<file path="src/sv/mot_pkg.sv">
// Package for the multitouch order tracker: shared widths, types and codes.
// No dependencies; every other file but mot_if imports it.
`default_nettype none
package mot_pkg;
	localparam int unsigned NUM_FIELDS = 5;
	localparam int unsigned FIELD_BITS = 16;
	localparam logic signed [3:0] INDEX_NONE = 4'sb1111;

	// Result of one lane's search over the previous slots.
	typedef struct packed {
		logic        found;
		logic [31:0] gap;
		logic [7:0]  slot;
	} lane_best_t;
endpackage
`default_nettype wire

</file>
<file path="src/sv/mot_lane.sv">
// One lane: for one current touch, finds the nearest free previous slot.
// Depends on mot_pkg. Ties go to the lower slot, which keeps pair order.
`default_nettype none
module mot_lane
	import mot_pkg::*;
#(
	parameter int unsigned MAX_TOUCH = 5,
	parameter int unsigned POS_BITS = 16
) (
	input  wire logic [POS_BITS-1:0]            pos,
	input  wire logic [MAX_TOUCH-1:0][POS_BITS-1:0] slot_pos,
	input  wire logic [MAX_TOUCH-1:0]           slot_free,
	output lane_best_t                          best
);
	logic [POS_BITS-1:0] d;
	always_comb begin
		best = '0;
		d = '0;
		for (int unsigned q = 0; q < MAX_TOUCH; q++) begin
			d = (pos > slot_pos[q]) ? pos - slot_pos[q] : slot_pos[q] - pos;
			if (slot_free[q] && (!best.found || 32'(d) < best.gap)) begin
				best.found = 1'b1;
				best.gap = 32'(d);
				best.slot = 8'(q);
			end
		end
	end
endmodule
`default_nettype wire

</file>
<file path="config.mk">
export PLATFORM = sky130hd
export DESIGN_NAME = mot_lane
export DESIGN_NICKNAME = d
export VERILOG_FILES = /design/src/sv/mot_pkg.sv /design/src/sv/mot_lane.sv
export SDC_FILE = /design/constraint.sdc
export NUM_CORES = 1
export LEC_CHECK = 0
export BUFFER_PORTS_ARGS = -buffer_cell sky130_fd_sc_hd__buf_2
export CORE_MARGIN = 1
export CORE_UTILIZATION = 50
export DETAILED_ROUTE_END_ITERATION = 10
export PLACE_DENSITY = 0.78
export SLEW_MARGIN = 30
export SYNTH_ARGS = -nofsm -noshare
export SYNTH_HDL_FRONTEND = slang
export SYNTH_SLANG_ARGS = --single-unit
</file>
<file path="constraint.sdc">
create_clock -name vclk -period 44.8
set_clock_uncertainty 0.2 [all_clocks]
set_input_delay 11.2 -clock vclk [all_inputs]
set_output_delay 11.2 -clock vclk [all_outputs]
set_load 0.1 [all_outputs]
</file>
==> results.cfg <==
[sta]
finalSetupViolCount = 0
rsz0062_at_grt = no
drv_slew = 0
period_needed_ns = 36.36
max_slew_margin = 0.367
finalHoldViolations = 0
fin_setup_tns_ns = 0
worst_pin_slew_ns = 0.941
finalCritPeriodShare = 0.812
max_freq_ghz = 0.0275

[finish]
instances_no_fill = 1762
syn_to_final_growth_pct = 5.40
fin_nets = 1820
final-seq-area_um2 = 0
flops_and_latches = 0
n_clock_buffer = 0
drive_gt1_frac = 0.132
n_antenna_cell = 0
fillers = 2036

[power_and_ir_drop]
sw_frac_of_total = 0.714
switchingPower_mw = 0.371
pwr_density_cell_nw_per_um2 = 46.8
ir_drop_v = 0.0000992
leakage_nw = 5.75
seq_power_share = 0
pwr-share-clk = 0
total_power_mw = 0.520
power.internal_mw = 0.149
combinationalPowerShare = 1.000

[route]
drt_iter0_markers = 880
drcViolationCount = 0
dr.pass1.iters = 6
wire_per_inst_um = 20.7
antenna_left = 0
vias = 11053
vias_per_cell = 6.27
wl_um = 36400

[placed_design]
place.gp.congestion = 0.968
dp.cells = 1762
dp.final_hpwl_um = 31300
io_buffers = 121

[floorplan]
die_area_um2 = 21700
die_h_um = 147
core_area_um2 = 20400
die_width_um = 147
rows = 52
start_util = 0.516
ioPinCount = 142

[critical_path]
crit_top_cell = ha_1
path_class = input pin to output port
crit_slowest_cell = a21oi_4
required_ns = 33.40
crit_path_max_incr_delay_ns = 0.74
end_kind = output port
cp.arrival_ns = 24.96
start_kind = input pin
cp_max_fo = 32

[flow_run]
cap_violations = 0

[yosys]
seq_area_frac_synth = 0
yosysTopAreaCell = ha_1
synth.distinct_cells = 96
syn_avg_cell_area_um2 = 7.40
synth_top_area_frac = 0.255
yosys-top-cells-area = ha_1 26%, a21oi_1 5.8%, inv_1 5.7%
synth_cells = 1426
yosysWarnings = 0
synthesis.area_um2 = 10500

[run_status]
status = finished clean

[global_routing]
grt_pass1_wl_um = 56400
grtUsageTotal = 0.328
grt_pass1_vias = 10334
grt_max_degree = 33
grt_antenna_before_repair = 0
gr-total-overflow = 0

[clock_network]
ctsHoldBuffers = 0
post_cts_resize_count = 0
postCtsSetupRepairBufs = 0

[worst_hold_path]
min_path_type = input pin to output port
## critical path, delay by kind of cell
family	cells	cell delay [ns]
AND/OR/NAND/NOR	12	2.99
adder cells (fa/ha/maj)	5	1.81
multiplexers	5	1.62
AO/OA/AOI/OAI	21	5.76
buffers and inverters	6	1.54
## kinds of logic after synthesis
| kind of cell | Yosys count | share of synthesized area |
|---|---|---|
| AO/OA/AOI/OAI | 482 | 0.324 |
| XOR/XNOR | 64 | 0.0531 |
| adder cells (fa/ha/maj) | 225 | 0.274 |
| buffers and inverters | 239 | 0.103 |
| multiplexers | 82 | 0.0832 |
| other | 1 | 0.000356 |
| AND/OR/NAND/NOR | 333 | 0.163 |
## through the flow
| step | hold WS (ns) | util | area (µm²) | setup WS, ns |
|---|---|---|---|---|
| floorplan | 22.89 | - | 10600 | 9.91 |
| global placement | 22.76 | 0.544 | 11100 | 9.11 |
| detailed placement | 22.75 | 0.544 | 11100 | 8.74 |
| CTS | 22.76 | 0.544 | 11100 | 8.71 |
| global route | 22.78 | 0.544 | 11100 | 7.60 |
| finish | 22.77 | 0.544 | 11100 | 8.44 |
## synth_stat cells (all sizes together), types with 9 or more instances
cell type  count
a211oi        25
a21o          80
a21oi        129
a221oi         9
a31oi         14
and2           9
and3          10
buf           56
clkbuf        23
fa            10
ha           215
inv          160
mux2          26
mux2i         56
nand2         71
nand2b        18
nand3         24
nand4         31
nor2          89
nor2b         23
nor3          15
o211ai        17
o21a          19
o21ai         81
o21bai        15
o31ai         15
xnor2         47
xor2          17
## per-layer routing
layer	share of wire	track usage	wire length, µm	vias to the layer above
met5	0	0	0	-
met4	0.032	0.0918	1160	0
met2	0.48	0.580	17300	463
met1	0.44	0.431	15900	5244
li1	-	-	-	5285
met3	0.055	0.0134	2010	61
## placed cells by master (no fill, tap or decap), types with 5 or more instances in the layout
master / Yosys / layout
fa_1: 10 / 10
o31a_1: 5 / 5
nand2_1: 70 / 70
a31oi_1: 13 / 13
and4_1: 7 / 7
o22ai_1: 5 / 5
or4_1: 5 / 5
a221oi_1: 8 / 8
and3_1: 10 / 10
a22oi_1: 7 / 7
nor3_1: 13 / 13
a21o_1: 79 / 79
o211a_1: 6 / 6
o2111ai_1: 5 / 5
nor2_1: 89 / 89
xor2_1: 17 / 17
o21bai_1: 15 / 15
or2_2: 6 / 6
nand3_1: 24 / 24
inv_1: 159 / 159
o21ai_0: 76 / 76
xnor2_1: 47 / 47
o211ai_1: 15 / 15
nand4_1: 30 / 30
conb_1: 1 / 21
nand3b_1: 8 / 8
buf_2: 19 / 121
ha_1: 215 / 215
o21a_1: 19 / 19
and2_1: 8 / 8
nor2b_1: 23 / 23
mux2i_1: 55 / 55
mux2_2: 23 / 23
a21oi_1: 123 / 123
a211oi_1: 24 / 24
nand2b_1: 18 / 18
o31ai_1: 11 / 11
## worst paths after layout
check                   startpoint        to  cells past startpoint
worst min-delay path  slot_free[4]  best[40]                      4
worst max-delay path        pos[9]  best[20]                     49
## final cells by class
class,count,area [µm²],area share
Tap cell,270,338,0.0304
Inverter,160,603,0.0543
Timing Repair Buffer,125,636,0.0572
Multi-Input combinational cell,1207,9540,0.858
## power by group through the flow
stage          Combinational, mW  Clock [mW]  Sequential, mW
5_1_grt                    0.554           0               0
6_report                   0.520           0               0
4_1_cts                    0.513           0               0
3_3_place_gp               0.508           0               0
2_1_floorplan              0.418           0               0
3_5_place_dp               0.512           0               0
Note: power is estimated with default switching activity, not from simulation.
