===== src/sv/mot_pkg.sv =====
// Package for the multitouch order tracker: shared widths, types and codes.
// No dependencies; every other file but mot_if imports it.
`default_nettype none
package mot_pkg;
	localparam int unsigned NUM_FIELDS = 5;
	localparam int unsigned FIELD_BITS = 16;
	localparam logic signed [3:0] INDEX_NONE = 4'sb1111;

	// Result of one lane's search over the previous slots.
	typedef struct packed {
		logic        found;
		logic [31:0] gap;
		logic [7:0]  slot;
	} lane_best_t;
endpackage
`default_nettype wire


===== src/sv/mot_merge.sv =====
// Merging stage: picks the globally smallest lane result, lowest touch on ties.
// Depends on mot_pkg.
`default_nettype none
module mot_merge
	import mot_pkg::*;
#(
	parameter int unsigned MAX_TOUCH = 5
) (
	input  wire lane_best_t [MAX_TOUCH-1:0] lanes,
	input  wire logic [MAX_TOUCH-1:0]  lane_on,
	output logic                       found,
	output logic [$clog2(MAX_TOUCH)-1:0] touch,
	output logic [$clog2(MAX_TOUCH)-1:0] slot
);
	localparam int unsigned SB = $clog2(MAX_TOUCH);

	logic [31:0] bd;
	always_comb begin
		found = 1'b0;
		touch = '0;
		slot = '0;
		bd = '0;
		for (int unsigned c = 0; c < MAX_TOUCH; c++) begin
			if (lane_on[c] && lanes[c].found && (!found || lanes[c].gap < bd)) begin
				found = 1'b1;
				bd = lanes[c].gap;
				touch = SB'(c);
				slot = lanes[c].slot[SB-1:0];
			end
		end
	end
endmodule
`default_nettype wire


===== config.mk =====
export PLATFORM = sky130hd
export DESIGN_NAME = mot_merge
export DESIGN_NICKNAME = d
export VERILOG_FILES = /design/src/sv/mot_pkg.sv /design/src/sv/mot_merge.sv
export SDC_FILE = /design/constraint.sdc
export NUM_CORES = 1
export LEC_CHECK = 0
export BUFFER_PORTS_ARGS = -buffer_cell sky130_fd_sc_hd__clkbuf_2
export CAP_MARGIN = 20
export CORE_ASPECT_RATIO = 1.2
export CORE_MARGIN = 1.5
export CORE_UTILIZATION = 45
export DETAILED_ROUTE_END_ITERATION = 7
export GPL_TIMING_DRIVEN = 0
export PLACE_DENSITY_LB_ADDON = 0.3
export SETUP_SLACK_MARGIN = 0.05
export SLEW_MARGIN = 20
export SYNTH_ARGS = -nofsm -noshare
export SYNTH_HDL_FRONTEND = slang
export SYNTH_SLANG_ARGS = --single-unit

===== constraint.sdc =====
create_clock -name vclk -period 8.4
set_clock_uncertainty 0.1 [all_clocks]
set_input_delay 0 -clock vclk [all_inputs]
set_output_delay 0 -clock vclk [all_outputs]
set_load 0.05 [all_outputs]

==> flow_summary_export.csv, run 1 <==
group,metric,value,unit
outcome,status,"finished with violations",
outcome,violations,"setup timing",
hold_path,worst_hold_path_type,"input pin to primary output",
finish,clkbuf_count,0,
yosys,synth_area_leader_cell,"ha_1",
critical_path,cpMaxStageDelayCell,"or4_4",
finish,stdcell_area,0.00750,mm^2
yosys,synth_xor_area_share,0,%
finish,area_growth,61.6,%
die,coreArea,0.0100,mm^2
critical_path,crit_path_end_kind,"primary output",
global_routing,overflow,0,
global_routing,grt_pass1_vias,6152,
timing,slew_violations,0,
yosys,synth_compound_area_share,29.6,%
global_routing,grtUsageTotal,32.3,%
global_routing,grt_max_degree,11,
power_and_ir_drop,p_leak,3.87,nW
yosys,synth_top_family_by_area,"adder cells",
routing,num_vias,5867,
yosys,muxShareOfSynthArea,11.2,%
timing,timing.final.crit_period,9530,ps
die,num_rows,40,
routing,ant_nets,0,
power_and_ir_drop,power_density,95.6,mW/mm^2
yosys,synth-simple-area-share,19.6,%
finish,fillers,740,
yosys,avgSynthCellArea,7.48,um^2
timing,setup_viol,6,
timing,layout_setup_ws,-1130,ps
yosys,synth_area,0.00464,mm^2
hold_path,min_from,"lanes[164]",
power_and_ir_drop,vdd_drop_max,0.0398,mV
routing,drt_wl_total,18400,um
yosys,synthAdderAreaFrac,33.4,%
yosys,netlist_top_cells_area,"ha_1 (33%), mux2_4 (9.1%), nand2_1 (7.7%)",
place,routabilityCongestion,0.927,
critical_path,worst-path-max-fanout,10,
timing,max_freq,105,MHz
yosys,yosys_warnings,0,
finish,nets,1228,
place,pre_cts_ws,-1490,ps
finish,seq_area,0,um^2
routing,drc,0,
timing,relSlewSlack,63.9,%
place,port-buffer-count,192,
critical_path,path_class,"input pin to primary output",
timing,tightestPinTransition,528,ps
critical_path,cp-startpoint,"lane_on[0]",
die,die_w,95.7,um
finish,drive_gt1_share,51.3,%
critical_path,critPathMaxStageDelay,420,ps
critical_path,worstPathRequired,8300,ps
die,ios,217,
place,dpl.hpwl,13900,um
yosys,synth_top_area_share,33.4,%
finish,nFlopsAndLatches,0,
critical_path,critical_path_arrival,9430,ps
routing,drtIter0Drc,373,
timing,min_period_over_period,113,%
yosys,yosysMostFrequentCell,"ha_1",
die,die_y,114,um
yosys,synth.distinct_cells,57,
timing,finalHoldViolations,0,
finish,insertedDiodeCount,0,
timing,rsz0062_at_grt,"yes",
routing,drtPass1Iterations,5,
place,dpl-instance-area,0.00619,mm^2
yosys,synth_cells,620,
die,start_util,46.4,%
yosys,synth_common_cells,"ha_1 (124), nand2_1 (95), a21oi_1 (68), nor2_1 (48), inv_1 (35)",
yosys,synth_fp_nets,954,
die,dieArea,0.0109,mm^2
routing,wl_per_cell,18.1,um
global_routing,grt_pass1_wl,28100,um
clock_network,cts_hold_buf,0,
flow_run,drv_cap,0,
critical_path,crit_top_cell,"buf_12",
global_routing,antenna_found_initial,0,
finish,multi_input_area,0.00513,mm^2
critical_path,critPathLaunchType,"input pin",
yosys,synth-seq-area-share,0,%
routing,via_per_inst,5.76,
==> layout by cell type (no fill, tap or decap), types with 4 or more instances in the layout <==
master     netlist  routed
buf_6            8       6
clkbuf_16        0       7
o21a_1           8       8
nor2_1          48      40
a21oi_4          0       7
o211ai_1         6       6
nand4_1         15      15
nor3_1           6       4
mux2_4          28      31
nor2_4           0       6
o21ai_2         28      29
buf_4            3      78
o21ai_1          4       7
o21ai_0         20      14
buf_12           0       9
a21oi_1         68      48
nand2_2          1       9
and3_1           5       4
nand3_1         15      14
buf_8            0       7
nand2_1         95      78
a21o_1          25      25
ha_4             0      21
a21oi_2          0      13
inv_1           35      35
nand2_4          0       7
clkbuf_2         0     184
ha_1           124     103
==> report_power, final <==
part / switching (W) / internal [W]
sequential: 0 / 0
combinational: 0.000357 / 0.000360
clock: 0 / 0
==> worst max-delay path: cells and delay by family <==
kind                       cells  cell delay [ps]
adders and majority gates      4             1040
buffers and inverters          9             1330
muxes                          2              640
AOI/OAI and AO/OA             18             3250
and+or+nand+nor               16             3130
==> repair_timing <==
action | CTS | global route
setup buffers | 64 | 18
resized for setup | 87 | 37
pin swaps | 41 | 26
endpoints found under the setup margin | 6 | 6
cloned | 2 | 0
hold endpoints to repair | 0 | 0
==> through the flow <==
step | cells | TNS (ps) | hold slack (ps) | util (%) | total power, W
6_report | 1018 | -6480 | 288 | 74.9 | 0.000717
5_1_grt | 1018 | -8450 | 287 | 74.9 | 0.000775
3_3_place_gp | 938 | -8160 | 360 | 61.9 | 0.000514
3_5_place_dp | 938 | -8490 | 361 | 61.9 | 0.000534
4_1_cts | 1001 | -4430 | 268 | 71.8 | 0.000648
2_1_floorplan | 620 | -296 | 124 | - | 0.000381
==> worst paths after layout <==
| path | end | slack, ps | cells past startpoint |
|---|---|---|---|
| worst min-delay path | slot[0] | 290 | 3 |
| worst max-delay path | slot[1] | -1130 | 49 |
==> logic make-up (layout without fill, tap and decap cells) <==
kind of cell	Yosys count	count (layout)
AO/OA/AOI/OAI	198	198
adder cells (fa/ha/maj)	124	124
buffers and inverters	58	330
multiplexers	37	37
AND/OR/NAND/NOR	203	203
==> metal layers <==
| metal | global-route usage, % | vias up | part of all wire (%) |
|---|---|---|---|
| li1 | - | 2866 | - |
| met5 | 0 | - | 0 |
| met4 | 11.1 | 0 | 4.2 |
| met1 | 34.9 | 2708 | 38 |
| met3 | 3.19 | 58 | 5.2 |
| met2 | 63.0 | 235 | 52 |
==> area by class of cell <==
class	instances	share of cell area, %
multi-input cells	562	68.4
repair buffers	275	23.4
plain buffers	19	4.21
well taps	126	2.10
inverters	36	1.90
Note: power is estimated with default switching activity, not from simulation.
==> run 2: changes to the inputs <==
- GPL_TIMING_DRIVEN: 0 -> unset
==> run 2 against run 1 <==
The run still ends with setup timing left; critical path depth fell by 2; non-clock buffer count is 133 higher; cell area rose by 15%; final cell count rose by 14%; setup slack worse by 760 ps; clock-buffer cell count is the same; first-iteration DRC count increased to 2.7 times the previous value; via count rose by 30%; hold slack gained 12 ps; global-route usage is 5.2 points higher; utilization rose by 12 points.
==> flow_summary_export.csv, run 2 (synthesis results as in run 1) <==
group,metric,value,unit
routing,ant_nets,0,
critical_path,critPathLaunchType,"input pin",
timing,setup_viol,6,
critical_path,path_class,"input pin to primary output",
routing,drc,0,
critical_path,worst-path-max-fanout,17,
routing,via_per_inst,6.61,
timing,relSlewSlack,61.7,%
power_and_ir_drop,seqPwrFrac,0,%
outcome,status,"finished with violations",
timing,finalHoldViolations,0,
die,start_util,46.4,%
finish,area_growth,86.5,%
place,pre_cts_ws,-1280,ps
power_and_ir_drop,clockPowerShare,0,%
timing,tightestPinTransition,571,ps
global_routing,grt_pass1_vias,7165,
critical_path,worstPathRequired,8300,ps
die,die_w,95.7,um
finish,utilization,86.4,%
die,die_y,114,um
routing,drtPass1Iterations,6,
finish,clkbuf_count,0,
timing,rsz0062_at_grt,"yes",
finish,drive_gt1_share,60.2,%
global_routing,grt_max_degree,35,
finish,final_common_cell,"buf_4",
finish,insertedDiodeCount,0,
finish,fillers,476,
power_and_ir_drop,internal-power,0.000429,W
power_and_ir_drop,p_sw,0.000437,W
power_and_ir_drop,power,0.000866,W
die,dieArea,0.0109,mm^2
critical_path,path_delay_family,"simple AND/OR/NAND/NOR gates",
finish,nets,1367,
critical_path,critical_path_arrival,10190,ps
power_and_ir_drop,power_density,100,mW/mm^2
routing,wl_per_cell,23.4,um
routing,drt_wl_total,27000,um
timing,min_period_over_period,122,%
critical_path,crit_path_end_kind,"primary output",
timing,layout_setup_ws,-1890,ps
outcome,violations,"setup timing",
die,ios,217,
hold_path,worst_hold_path_type,"input pin to primary output",
finish,layout_common_cells,"buf_4 (215), clkbuf_2 (184), ha_1 (97)",
flow_run,drv_cap,0,
place,routabilityCongestion,0.956,
finish,nFlopsAndLatches,0,
timing,finalSetupTns,-10930,ps
timing,max_freq,97.2,MHz
critical_path,cpMaxStageDelayCell,"or4_4",
power_and_ir_drop,vdd_drop_max,0.0414,mV
finish,seq_area,0,um^2
die,coreArea,0.0100,mm^2
power_and_ir_drop,switching_share,50.5,%
critical_path,path_buf_inv,8,
global_routing,grtUsageTotal,37.4,%
global_routing,grt_pass1_wl,32500,um
die,num_rows,40,
place,dpl.hpwl,14300,um
critical_path,critPathMaxStageDelay,540,ps
place,port-buffer-count,192,
power_and_ir_drop,p_leak,4.54,nW
power_and_ir_drop,combPwrFrac,100.0,%
global_routing,overflow,0,
routing,drtIter0Drc,1000,
clock_network,cts_hold_buf,0,
timing,timing.final.crit_period,10290,ps
timing,slew_violations,0,
global_routing,antenna_found_initial,0,
timing,whs,299,ps
routing,num_vias,7649,
run 2: cell count changes in the layout (fill, tap and decap cells not counted), moves of 4 or more:
cell,delta
a21oi_1,-4
a21oi_2,+6
ha_1,-6
buf_4,+137
ha_4,+4
clkbuf_16,-4
nand2_4,+4
run 2: tightest hold or removal path, delay by kind of cell:
kind | cells | cell delay [ps]
buf+inv | 2 | 240
mux | 1 | 150
run 2: final cells by class:
type                            count  area [um^2]  share of cell area, %
Multi-Input combinational cell    568         5300                   61.3
Timing Repair Buffer              427         3050                   35.2
Tap cell                          126          158                   1.82
Inverter                           36          143                   1.65
run 2: timing repair:
| item | 4_1_cts | 5_1_grt |
|---|---|---|
| setup buffers | 51 | 21 |
| setup endpoints to repair | 6 | 6 |
| gates resized for setup | 82 | 78 |
| pin swaps | 26 | 62 |
| cloned | 10 | 0 |
run 2: routing by layer:
| layer | share of wire [%] | wire [um] | up-vias | GRT usage, % |
|---|---|---|---|---|
| met2 | 45 | 12100 | 729 | 67.6 |
| met4 | 11 | 3040 | 0 | 25.6 |
| met1 | 32 | 8650 | 3428 | 38.6 |
| li1 | - | - | 3165 | - |
| met3 | 12 | 3220 | 327 | 5.98 |
| met5 | 0 | 0 | - | 0 |
run 2: final timing paths:
| kind | slack [ps] | startpoint | depth (start not counted) | to |
|---|---|---|---|---|
| max | -1890 | lanes[40] | 47 | slot[0] |
| min | 300 | lanes[165] | 3 | slot[1] |
run 2: metrics by stage:
stage / instance area (um^2) / cells
2_1_floorplan: 5080 / 620
3_3_place_gp: 7180 / 1078
3_5_place_dp: 7180 / 1078
4_1_cts: 8140 / 1139
5_1_grt: 8650 / 1157
6_report: 8650 / 1157
run 2: power groups by stage:
| stage | sequential [W] | clock [W] | combinational (W) |
|---|---|---|---|
| after floorplan | 0 | 0 | 0.000381 |
| after global placement | 0 | 0 | 0.000582 |
| after detailed placement | 0 | 0 | 0.000609 |
| after CTS | 0 | 0 | 0.000708 |
| after global routing | 0 | 0 | 0.000903 |
| final | 0 | 0 | 0.000866 |
==> run 3: changes to the inputs <==
- REMOVE_ABC_BUFFERS: unset -> 1
==> run 3 against run 2 <==
The flow still finishes with violations (setup timing); critical path depth grew 3; combinational power shrank 8.4%; global-route usage shrank 7.5 points; hold slack lost 45 ps; via count shrank 12%; final cell count shrank 3.0%; non-clock buffer count shrank 29; flip-flop and latch count is the same; maximum frequency grew 5.2%.
==> flow_summary_export.csv, run 3 (synthesis results as in run 1) <==
group,metric,value,unit
finish,utilization,83.8,%
flow_run,drv_cap,0,
die,ios,217,
die,dieArea,0.0109,mm^2
global_routing,grt_pass1_wl,26400,um
routing,drt_wl_total,22000,um
finish,fillers,600,
timing,rsz0062_at_grt,"yes",
timing,relSlewSlack,61.7,%
outcome,violations,"setup timing",
critical_path,crit_path_end_kind,"primary output",
routing,ant_nets,0,
hold_path,min_path_cells,3,
hold_path,min_from,"lanes[164]",
finish,layout_common_cells,"clkbuf_2 (184), buf_4 (178), ha_1 (99)",
global_routing,grt_max_degree,20,
timing,finalSetupTns,-8140,ps
global_routing,grt_util_met3,3.19,%
hold_path,whs_endpoint,"slot[0]",
critical_path,critical_path_arrival,9670,ps
timing,finalHoldViolations,0,
critical_path,worstPathRequired,8300,ps
finish,nets,1332,
critical_path,cpMaxStageDelayCell,"or4_4",
global_routing,grtUsageTotal,30.0,%
power_and_ir_drop,vdd_drop_max,0.103,mV
power_and_ir_drop,power_density,94.6,mW/mm^2
power_and_ir_drop,p_leak,4.36,nW
die,die_y,114,um
critical_path,critPathMaxStageDelay,550,ps
place,routabilityCongestion,0.885,
die,start_util,46.4,%
timing,layout_setup_ws,-1370,ps
hold_path,worst_hold_path_type,"input pin to primary output",
global_routing,grt_use_met1,33.8,%
global_routing,overflow,0,
routing,drtIter0Drc,405,
global_routing,grt_pass1_vias,6111,
routing,drtPass1Iterations,7,
routing,num_vias,6756,
place,port-buffer-count,192,
place,dpl.hpwl,14600,um
routing,drc,0,
timing,max_freq,102,MHz
finish,area_growth,80.8,%
critical_path,worst-path-max-fanout,8,
outcome,status,"finished with violations",
finish,drive_gt1_share,59.4,%
finish,clkbuf_count,0,
timing,min_period_over_period,116,%
timing,tightestPinTransition,561,ps
routing,via_per_inst,6.02,
finish,nFlopsAndLatches,0,
routing,wl_per_cell,19.6,um
global_routing,grt_use_met2,57.7,%
timing,timing.final.crit_period,9770,ps
die,coreArea,0.0100,mm^2
critical_path,crit_top_cell,"buf_12",
finish,multi_input_area,0.00522,mm^2
critical_path,path_class,"input pin to primary output",
timing,slew_violations,0,
die,num_rows,40,
finish,insertedDiodeCount,0,
finish,final_common_cell,"clkbuf_2",
global_routing,top_usage_layer,"met2",
critical_path,critPathLaunchType,"input pin",
timing,setup_viol,6,
finish,seq_area,0,um^2
die,die_w,95.7,um
clock_network,cts_hold_buf,0,
global_routing,antenna_found_initial,0,
-- run 3: worst max-delay path, delay by kind of cell --
family	cells	cell delay (ps)
and+or+nand+nor	19	4090
buffers and inverters	12	1670
adders and majority gates	4	1140
AOI/OAI and AO/OA	13	2080
muxes	2	650
-- run 3: metrics by stage --
step	area, um^2	total power (W)	hold slack [ps]	setup WS [ps]	cells
floorplan	4480	0.000339	196	-5200	598
global placement	6920	0.000576	363	-1220	1080
detailed placement	6920	0.000596	364	-1490	1080
CTS	7260	0.000638	283	-971	1092
global route	8390	0.000843	262	-1610	1122
finish	8390	0.000793	254	-1370	1122
-- run 3: layer usage --
metal	vias to the layer above	part of all wire (%)
met2	419	51
li1	3075	-
met4	0	6.6
met3	143	7.9
met5	-	0
met1	3119	35
-- run 3: how the worst max path moves through the flow --
stage | end | slack (ps) | depth (start not counted) | from
finish | slot[1] | -1370 | 50 | lane_on[0]
global route | slot[1] | -1610 | 49 | lane_on[0]
CTS | slot[1] | -970 | 50 | lane_on[0]
detailed placement | slot[1] | -1490 | 48 | lane_on[0]
global placement | slot[0] | -1220 | 45 | lane_on[0]
floorplan | touch[0] | -5200 | 41 | lane_on[0]
-- run 3: where the power goes --
part	switching, W	internal (W)
clock	0	0
combinational	0.000388	0.000406
sequential	0	0
total	0.000388	0.000406
-- run 3: repair_timing --
| item | CTS | global route |
|---|---|---|
| pin swaps | 23 | 89 |
| cloned | 0 | 5 |
| resized for setup | 55 | 168 |
| setup endpoints to repair | 6 | 6 |
| buffers inserted | 12 | 25 |
-- run 3: area by class of cell --
type                       instances  area share [%]
inverter                          36            1.61
multi-input combinational        562            62.2
tap                              126            1.88
timing repair buffer             398            34.3
